$ cat config.mk
export PLATFORM = sky130hd
export DESIGN_NAME = hhs_interp
export DESIGN_NICKNAME = d
export VERILOG_FILES = /design/src/hhs_pkg.sv /design/src/hhs_interp.sv
export SDC_FILE = /design/constraint.sdc
export NUM_CORES = 2
export LEC_CHECK = 0
export BUFFER_PORTS_ARGS = -buffer_cell sky130_fd_sc_hd__buf_2
export CAP_MARGIN = 0
export CORE_MARGIN = 2
export CORE_UTILIZATION = 42
export CTS_CLUSTER_SIZE = 14
export DETAILED_ROUTE_END_ITERATION = 16
export HOLD_SLACK_MARGIN = 0.02
export PLACE_DENSITY = 0.63
export SETUP_SLACK_MARGIN = 0.02
export SKIP_LAST_GASP = 1
export SLEW_MARGIN = 20
export SYNTH_ARGS = -nofsm -noshare
export SYNTH_HDL_FRONTEND = slang
export SYNTH_SLANG_ARGS = --single-unit
$ cat constraint.sdc
create_clock -name clk -period 14 [get_ports clk]
set_input_delay 0 -clock clk [delete_from_list [all_inputs] [get_ports clk]]
set_output_delay 0 -clock clk [all_outputs]
set_load 0.05 [all_outputs]
$ cat src/hhs_pkg.sv
package hhs_pkg;

  // Grid and number format.
  localparam int GRID_SIDE   = 64;
  localparam int SAMPLE_BITS = 16;
  localparam int FRAC_BITS   = 10;
  localparam int HEIGHT_BITS = 28;

  localparam int CELL_BITS    = $clog2(GRID_SIDE);
  localparam int ADDR_BITS    = 2 * CELL_BITS;
  localparam int GRID_DEPTH   = GRID_SIDE * GRID_SIDE;
  localparam int POS_BITS     = CELL_BITS + FRAC_BITS;
  localparam int FW           = FRAC_BITS + 1;           // fraction 0..one
  localparam int CW           = SAMPLE_BITS + 2;         // corner after substitution
  localparam int DW           = CW + 1;                  // corner difference
  localparam int PW           = DW + FW + 1;             // row lerp
  localparam int QW           = PW + 1;                  // row difference
  localparam int TW           = QW + FW + 1;             // column lerp
  localparam int RW           = TW - FRAC_BITS;          // after fraction cut
  localparam int CFG_IDX_BITS = 2;

  localparam logic [FW-1:0] FRAC_ONE = FW'(1) << FRAC_BITS;
  localparam logic [CELL_BITS-1:0] FIELD_RESET = CELL_BITS'(GRID_SIDE - 1);
  localparam logic signed [RW-1:0] HEIGHT_MAX = RW'((64'sd1 <<< (HEIGHT_BITS - 1)) - 1);
  localparam logic signed [RW-1:0] HEIGHT_MIN = -HEIGHT_MAX - RW'(1);

  // Command codes.
  localparam logic CMD_WRITE = 1'b0;
  localparam logic CMD_QUERY = 1'b1;

  // Configuration register indexes.
  localparam logic [CFG_IDX_BITS-1:0] CFG_FIELD_WIDTH = CFG_IDX_BITS'(0);
  localparam logic [CFG_IDX_BITS-1:0] CFG_FIELD_DEPTH = CFG_IDX_BITS'(1);

  typedef struct packed {
    logic                          cmd;
    logic [CELL_BITS-1:0]          col;
    logic [CELL_BITS-1:0]          row;
    logic signed [SAMPLE_BITS-1:0] sample;
    logic [POS_BITS-1:0]           x_pos;
    logic [POS_BITS-1:0]           z_pos;
  } in_word_t;

  typedef struct packed {
    logic signed [HEIGHT_BITS-1:0] height;
    logic                          in_range;
    logic                          is_query;
  } out_word_t;

  // One item handed from the memory sequencer to the arithmetic pipeline.
  typedef struct packed {
    logic          is_query;
    logic          in_range;
    logic [FW-1:0] xx;
    logic [FW-1:0] zz;
  } token_t;

endpackage

$ cat src/hhs_interp.sv
module hhs_interp (
  input  logic                                   clk,
  input  logic                                   rst_n,
  input  logic                                   tok_v,
  input  hhs_pkg::token_t                        tok,
  input  logic signed [hhs_pkg::SAMPLE_BITS-1:0] h1,
  input  logic signed [hhs_pkg::SAMPLE_BITS-1:0] h2,
  input  logic signed [hhs_pkg::SAMPLE_BITS-1:0] h3,
  input  logic signed [hhs_pkg::SAMPLE_BITS-1:0] h4,
  output logic                                   out_valid,
  output hhs_pkg::out_word_t                     out_word
);

  // Stage 1: corner substitution along the main diagonal.
  logic                             v1_r;
  hhs_pkg::token_t                  t1_r;
  logic signed [hhs_pkg::CW-1:0]    a_r, b_r, c_r, d_r;
  logic signed [hhs_pkg::CW-1:0]    a_nxt, b_nxt, c_nxt, d_nxt;

  always_comb begin
    a_nxt = hhs_pkg::CW'(h1);
    d_nxt = hhs_pkg::CW'(h4);
    if (tok.xx < tok.zz) begin
      b_nxt = hhs_pkg::CW'(h1) + hhs_pkg::CW'(h4) - hhs_pkg::CW'(h3);
      c_nxt = hhs_pkg::CW'(h3);
    end else begin
      b_nxt = hhs_pkg::CW'(h2);
      c_nxt = hhs_pkg::CW'(h1) + hhs_pkg::CW'(h4) - hhs_pkg::CW'(h2);
    end
  end

  always_ff @(posedge clk) begin
    if (!rst_n) begin
      v1_r <= 1'b0;
    end else begin
      v1_r <= tok_v;
    end
    t1_r <= tok;
    a_r  <= a_nxt;
    b_r  <= b_nxt;
    c_r  <= c_nxt;
    d_r  <= d_nxt;
  end

  // Stage 2: the two lerps in x, written as a*one + (b-a)*x.
  logic                          v2_r;
  hhs_pkg::token_t               t2_r;
  logic signed [hhs_pkg::DW-1:0] dtop, dbot;
  logic signed [hhs_pkg::FW:0]   xs;
  logic signed [hhs_pkg::PW-1:0] ptop, pbot;
  logic signed [hhs_pkg::PW-1:0] top_r, bot_r, top_nxt, bot_nxt;

  assign dtop    = hhs_pkg::DW'(b_r) - hhs_pkg::DW'(a_r);
  assign dbot    = hhs_pkg::DW'(d_r) - hhs_pkg::DW'(c_r);
  assign xs      = $signed({1'b0, t1_r.xx});
  assign ptop    = hhs_pkg::PW'(dtop) * hhs_pkg::PW'(xs);
  assign pbot    = hhs_pkg::PW'(dbot) * hhs_pkg::PW'(xs);
  assign top_nxt = (hhs_pkg::PW'(a_r) <<< hhs_pkg::FRAC_BITS) + ptop;
  assign bot_nxt = (hhs_pkg::PW'(c_r) <<< hhs_pkg::FRAC_BITS) + pbot;

  always_ff @(posedge clk) begin
    if (!rst_n) begin
      v2_r <= 1'b0;
    end else begin
      v2_r <= v1_r;
    end
    t2_r  <= t1_r;
    top_r <= top_nxt;
    bot_r <= bot_nxt;
  end

  // Stage 3: the lerp in z.
  logic                          v3_r;
  hhs_pkg::token_t               t3_r;
  logic signed [hhs_pkg::QW-1:0] dcol;
  logic signed [hhs_pkg::FW:0]   zs;
  logic signed [hhs_pkg::TW-1:0] pcol;
  logic signed [hhs_pkg::TW-1:0] sum_r, sum_nxt;

  assign dcol    = hhs_pkg::QW'(bot_r) - hhs_pkg::QW'(top_r);
  assign zs      = $signed({1'b0, t2_r.zz});
  assign pcol    = hhs_pkg::TW'(dcol) * hhs_pkg::TW'(zs);
  assign sum_nxt = (hhs_pkg::TW'(top_r) <<< hhs_pkg::FRAC_BITS) + pcol;

  always_ff @(posedge clk) begin
    if (!rst_n) begin
      v3_r <= 1'b0;
    end else begin
      v3_r <= v2_r;
    end
    t3_r  <= t2_r;
    sum_r <= sum_nxt;
  end

  // Stage 4: drop the extra fraction bits toward zero, then saturate.
  logic signed [hhs_pkg::TW-1:0]          biased;
  logic signed [hhs_pkg::RW-1:0]          cut;
  logic signed [hhs_pkg::RW-1:0]          sat;
  hhs_pkg::out_word_t                     word_nxt;

  always_comb begin
    biased = sum_r;
    if (sum_r[hhs_pkg::TW-1]) begin
      biased = sum_r + hhs_pkg::TW'((64'sd1 <<< hhs_pkg::FRAC_BITS) - 1);
    end
    cut = hhs_pkg::RW'(biased >>> hhs_pkg::FRAC_BITS);
    if (cut > hhs_pkg::HEIGHT_MAX) begin
      sat = hhs_pkg::HEIGHT_MAX;
    end else if (cut < hhs_pkg::HEIGHT_MIN) begin
      sat = hhs_pkg::HEIGHT_MIN;
    end else begin
      sat = cut;
    end
    word_nxt.in_range = t3_r.in_range;
    word_nxt.is_query = t3_r.is_query;
    if (t3_r.is_query && t3_r.in_range) begin
      word_nxt.height = sat[hhs_pkg::HEIGHT_BITS-1:0];
    end else begin
      word_nxt.height = '0;
    end
  end

  always_ff @(posedge clk) begin
    if (!rst_n) begin
      out_valid <= 1'b0;
    end else begin
      out_valid <= v3_r;
    end
    out_word <= word_nxt;
  end

endmodule

Word-level counts from Yosys, hierarchy flattened:

Index checks and enable logic that the tools add are counted.

* $add $sub $neg: 10
* multipliers: 3
* magnitude comparators: 3
* mux-type cells: 5
* bitwise operators: 1
* reduce and logical (&&, ||, !) cells: 2

Operators by type and width (count)
* $mul A19 B12 Y31: 2
* $add A41 B44 Y44: 1
* $add A44 B11 Y44 const B: 1
* $mul A32 B12 Y44: 1
* $mux W44: 1
* $mux W18: 2
* $sub A17 B16 Y18: 2
* $gt A34 B28 Y1 const B: 1
* $lt A34 B28 Y1 const B: 1
* $sub A31 B31 Y32: 1
* $add A26 B31 Y31: 1
* $add A28 B31 Y31: 1
* $mux W28: 1
* $mux W27: 1
* $sub A16 B18 Y19: 1
* $sub A18 B16 Y19: 1
* $add A16 B16 Y17: 1
* $lt A11 B11 Y1: 1
* $reduce_or A2 Y1: 1
* $logic_and A1 B1 Y1: 1
* $not A1 Y1: 1

* flip-flop bits (word level): 247
* bits of input ports: 91
* output and inout bits: 31
* word-level logic and storage cells: 48

Depth between registers and ports, before layout:

* depth in word-level cells: 5
* depth in mapped cells: 33
* gate-level depth less buffers: 32

Least setup slack after synthesis:

Ideal clock, no wire load.

* path type: register -> register
* from: reg c_r[0] (netlist name)
* to: reg bot_r[30] (netlist name)
* setup time: 0.121 ns
* arrival time: 7.703 ns
* required time: 13.879 ns
* slack: 6.176 ns
* cell stages (with the launch flop): 32
* buffers on the path: 1
* clock period less this slack: 7.824 ns
* cell sequence: dfxtp_1 ha_1 inv_1 fa_1 a21o_1 a21oi_1 o21bai_1 a221o_1 a211oi_1 o21ai_1 nand3_1 a32o_1 clkbuf_1 nand2_1 fa_1 fa_1 inv_1 fa_1 inv_1 fa_1 fa_1 inv_1 ha_1 and3_1 and4_1 a32o_1 a21oi_1 a311oi_1 a2111o_1 a21o_1 a21o_1 xnor2_1

* longest elaborated chain between the ends: 3

Ends and longest elaborated chain
* start: declaration: line hhs_interp.sv:17 `logic signed [hhs_pkg::CW-1:0] a_r, b_r, c_r, d_r;`
* start signal: assignment: line hhs_interp.sv:41 `c_r <= c_nxt;`
* $sub A16 B18 Y19: line hhs_interp.sv:54 `assign dbot = hhs_pkg::DW'(d_r) - hhs_pkg::DW'(c_r);`
* $mul A19 B12 Y31: line hhs_interp.sv:57 `assign pbot = hhs_pkg::PW'(dbot) * hhs_pkg::PW'(xs);`
* $add A28 B31 Y31 *: line hhs_interp.sv:59 `assign bot_nxt = (hhs_pkg::PW'(c_r) <<< hhs_pkg::FRAC_BITS) + pbot;`
* named net bot_nxt, one bit: line hhs_interp.sv:51 `logic signed [hhs_pkg::PW-1:0] top_r, bot_r, top_nxt, bot_nxt;`
* end signal: assignment: line hhs_interp.sv:69 `bot_r <= bot_nxt;`
* end: declaration: line hhs_interp.sv:51

The timed path passes the listed nets; every way through them passes the cells marked *.
A chain may end at the register's enable or synchronous reset.

Worst setup path in the final report:

* from: reg top_r[0] (netlist name)
* to: reg sum_r[42] (netlist name)

* longest elaborated chain between the ends: 3

Ends and longest elaborated chain
* start: declaration: line hhs_interp.sv:51
* start signal: assignment: line hhs_interp.sv:68 `top_r <= top_nxt;`
* $sub A31 B31 Y32: line hhs_interp.sv:80 `assign dcol = hhs_pkg::QW'(bot_r) - hhs_pkg::QW'(top_r);`
* $mul A32 B12 Y44: line hhs_interp.sv:82 `assign pcol = hhs_pkg::TW'(dcol) * hhs_pkg::TW'(zs);`
* $add A41 B44 Y44 *: line hhs_interp.sv:83 `assign sum_nxt = (hhs_pkg::TW'(top_r) <<< hhs_pkg::FRAC_BITS) + pcol;`
* named net sum_nxt, one bit: line hhs_interp.sv:78 `logic signed [hhs_pkg::TW-1:0] sum_r, sum_nxt;`
* end signal: assignment: line hhs_interp.sv:92 `sum_r <= sum_nxt;`
* end: declaration: line hhs_interp.sv:78

Marked as above.

==> summary.txt <==
Clk_lat worst skew: 0.61 ns
Period utilization: 62.28%
Mapped Avg Cell Area: 8.769 µm²
Simple-Gate Fraction of Synth Area: 15.36%
Max Clock Skew: 0.03381 ns
Crit path depth: 27
Final Hold Vio Count: 0
Synthesized-area fraction occupied by adder cells: 47.62%
Worst Path Max Fanout: 11
Distinct cells, synth: 78
Synth top area cells: fa_1 36%, dfxtp_1 12%, ha_1 11%, inv_1 9.9%, nand2_1 5.3%
Core area: 97,990 µm²
Via count: 30,630
Worst Hold Class: primary input to flip-flop
Root cell of the clock tree: clkbuf_16
RSZ-0062 raised after global routing: false
Buf+Inv Stages, Crit Path: 3
Setup Slack @ Placement: 5.367 ns
Critical path's largest stage delay: 0.85 ns
Net Count, Synth: 5,935
Worst slew pin tran: 1.210 ns
Post-synth EDFFs: 0
Post-layout utilization of the core: 46.48%
FF+latch count, synth: 247
Synth Instances: 4,720
Largest net degree at the start of global routing: 67
DRC Markers: 0
Clock Path Buffers: 3
Post-synthesis async set-or-reset flop share: 0%
H-tree depth: 1
Startpoint types: flip-flop
Worst-path clk slew: 0.06 ns
Achievable Freq: 114.7 MHz
Setup violations, final: 0
Initial antenna violation count: 0
Most frequent cells in the layout: 1,087 x inv_1, 752 x fa_1, 589 x nand2_1
Post-cts resize count: 0
Area Growth Syn to Fin: 10.05%
Worst path arrival time: 9.26 ns
Critical Path End Type: flip-flop
Initial core utilization: 42.24%
GPL Wtd Cong: 0.8697
Synth area leader: fa_1
Mux cell area share after synthesis: 0.7134%
PortBufs: 121
DP HPWL: 81.09 mm
Hold Slack: 0.04413 ns
Std cell rows: 115
Vias/cell: 4.962
Yosys top cell area share: 36.37%
Wirelength per Cell: 15.99 µm
Status: complete, no violations
Die area: 101,100 µm²
ANT nets after route: 0
DRT Wirelength: 98.70 mm
Share of layout cells above drive strength 1: 5.672%
TritonCTS clock tree: done
CTS Buf Count: 30
Grt ovf: 0
Die height: 317.9 µm
XOR/XNOR Fraction of Synth Area: 4.274%
Commonest non-fill, non-tap cell in the layout: inv_1
Synth Flop Type: dfxtp_1
Final setup TNS: 0 ns
Worst setup margin: 5.280 ns
Most frequent CP cell: fa_1
Synth Area in Compound Gates: 8.600%
Data required, critical path: 14.54 ns
Slowest CP cell: xor2_1
Hold path depth: 2
Crit Path Category: flip-flop to flip-flop
Nets: 6,077
Vias in the first global route: 32,470
Depth of the most critical reg-to-reg path: 27
Yosys warnings: 0
Gr usage total: 20.03%
Global-route wire length before repair: 165.4 mm
First-pass DRT Iterations: 5
# IOs: 122
Die W: 317.9 µm
Reg-to-reg setup timing slack: 5.28 ns
Post-synthesis sequential area ratio: 11.95%
Slew HR: 18.72%
CP delay by family, top: adder cells
Max-cap violations: 0
Post-Syn Area: 41,390 µm²
Largest family of logic cells by synthesized area: adder cells
Min cycle time layout: 8.720 ns
Number of setup buffers added after CTS: 0
Sink Count: 247
1st-iter DRT viols: 1,482
Slew Limit Fails: 0
==> sequential cells by signal, summed over array words and instances (netlist names) <==
| register | cells |
|---|---|
| b_r | 18 |
| out_word | 30 |
| out_valid | 1 |
| a_r | 16 |
| t3_r | 2 |
| t2_r | 13 |
| bot_r | 31 |
| v1_r | 1 |
| sum_r | 44 |
| top_r | 31 |
| v2_r | 1 |
| t1_r | 24 |
| v3_r | 1 |
| c_r | 18 |
| d_r | 16 |
==> routing by layer <==
| metal | routed length [µm] | track usage (%) | up-vias | part of all wire (%) |
|---|---|---|---|---|
| li1 | - | - | 14650 | - |
| met4 | 2706 | 5.333 | 0 | 2.7 |
| met3 | 5141 | 2.987 | 156 | 5.2 |
| met2 | 47190 | 34.84 | 734 | 48 |
| met1 | 43670 | 25.95 | 15090 | 44 |
| met5 | 0 | 0 | - | 0 |
==> layout make-up <==
| type | instances | area [µm²] |
|---|---|---|
| Antenna cell | 1 | 2.502 |
| Multi-Input combinational cell | 3212 | 31770 |
| Tap cell | 1287 | 1610 |
| Fill cell | 9430 | 52440 |
| Timing Repair Buffer | 284 | 2102 |
| Sequential cell | 247 | 4947 |
| Clock buffer | 37 | 817.0 |
| Inverter | 1087 | 4080 |
| Clock inverter | 17 | 221.5 |
==> synth_stat cells, types with 6 or more instances <==
cell / number
or3_1: 15
clkbuf_1: 158
nand3_1: 69
o211ai_1: 7
o21bai_1: 18
nor2b_1: 63
and2_1: 295
a21o_1: 70
nand2_1: 589
or2_2: 11
a211oi_1: 18
nand2b_1: 45
o31a_1: 9
mux2_2: 12
o41ai_1: 6
buf_2: 9
nor2_1: 104
nand4_1: 13
nand3b_1: 6
o31ai_1: 11
a211o_1: 11
xnor2_1: 129
a2111oi_0: 11
o21a_1: 25
nor3_1: 43
mux2i_1: 16
dfxtp_1: 247
a21oi_1: 150
and4_1: 6
a31oi_1: 12
xor2_1: 73
fa_1: 752
a21boi_0: 8
and3_1: 33
ha_1: 372
o21ai_0: 131
o21ai_1: 7
inv_1: 1087
==> final timing paths <==
| check | from | endpoint |
|---|---|---|
| worst min-delay path | tok[3] | t1_r[3]$_DFF_P_ |
| worst max-delay path | top_r[0]$_DFF_P_ | sum_r[42]$_DFF_P_ |
| worst min register to register | t1_r[1]$_DFF_P_ | t2_r[1]$_DFF_P_ |
| worst max register to register | top_r[0]$_DFF_P_ | sum_r[42]$_DFF_P_ |
==> worst reg2reg max path, stage by stage (launching register included) <==
cell and delay [ns]:
dfxtp_1 0.31, ha_1 0.23, fa_1 0.44, nor2b_1 0.16, o31a_1 0.21, nor3_1 0.10
o311a_1 0.40, o21bai_1 0.21, xor2_1 0.85, nand2_1 0.21, fa_1 0.55, fa_1 0.52
inv_1 0.05, fa_1 0.46, fa_1 0.54, inv_1 0.05, fa_1 0.52, inv_1 0.04
ha_1 0.35, and3_1 0.26, a31oi_1 0.18, o21ai_1 0.12, a311oi_1 0.67, a21oi_1 0.27
nor3_2 0.31, o21ai_1 0.15, a311oi_1 0.34, xnor2_1 0.15
==> per-stage QoR <==
| step | cells | cell area (µm²) |
|---|---|---|
| 4_1_cts | 6171 | 45480 |
| 2_1_floorplan | 4720 | 41390 |
| 6_report | 6172 | 45550 |
| 3_3_place_gp | 6008 | 43350 |
| 5_1_grt | 6171 | 45550 |
| 3_5_place_dp | 6008 | 43350 |
==> cells by family (layout without fill, tap and decap cells) <==
logic type,count (synthesis),count (layout)
buffers and inverters,1261,1425
AND/OR/NAND/NOR,1309,1309
adder cells (fa/ha/maj),1124,1124
AO/OA/AOI/OAI,549,549
XOR/XNOR,202,202
flip-flops,247,247
other,0,1
multiplexers,28,28
==> repair_timing <==
item                                    CTS  global route
endpoints found under the setup margin    0             0
hold buffers                            109             0
endpoints found under the hold margin    96             0
Power is left out: the tool's default activity adds up to more than one toggle a clock period on the data nets, which glitch-free logic cannot reach.
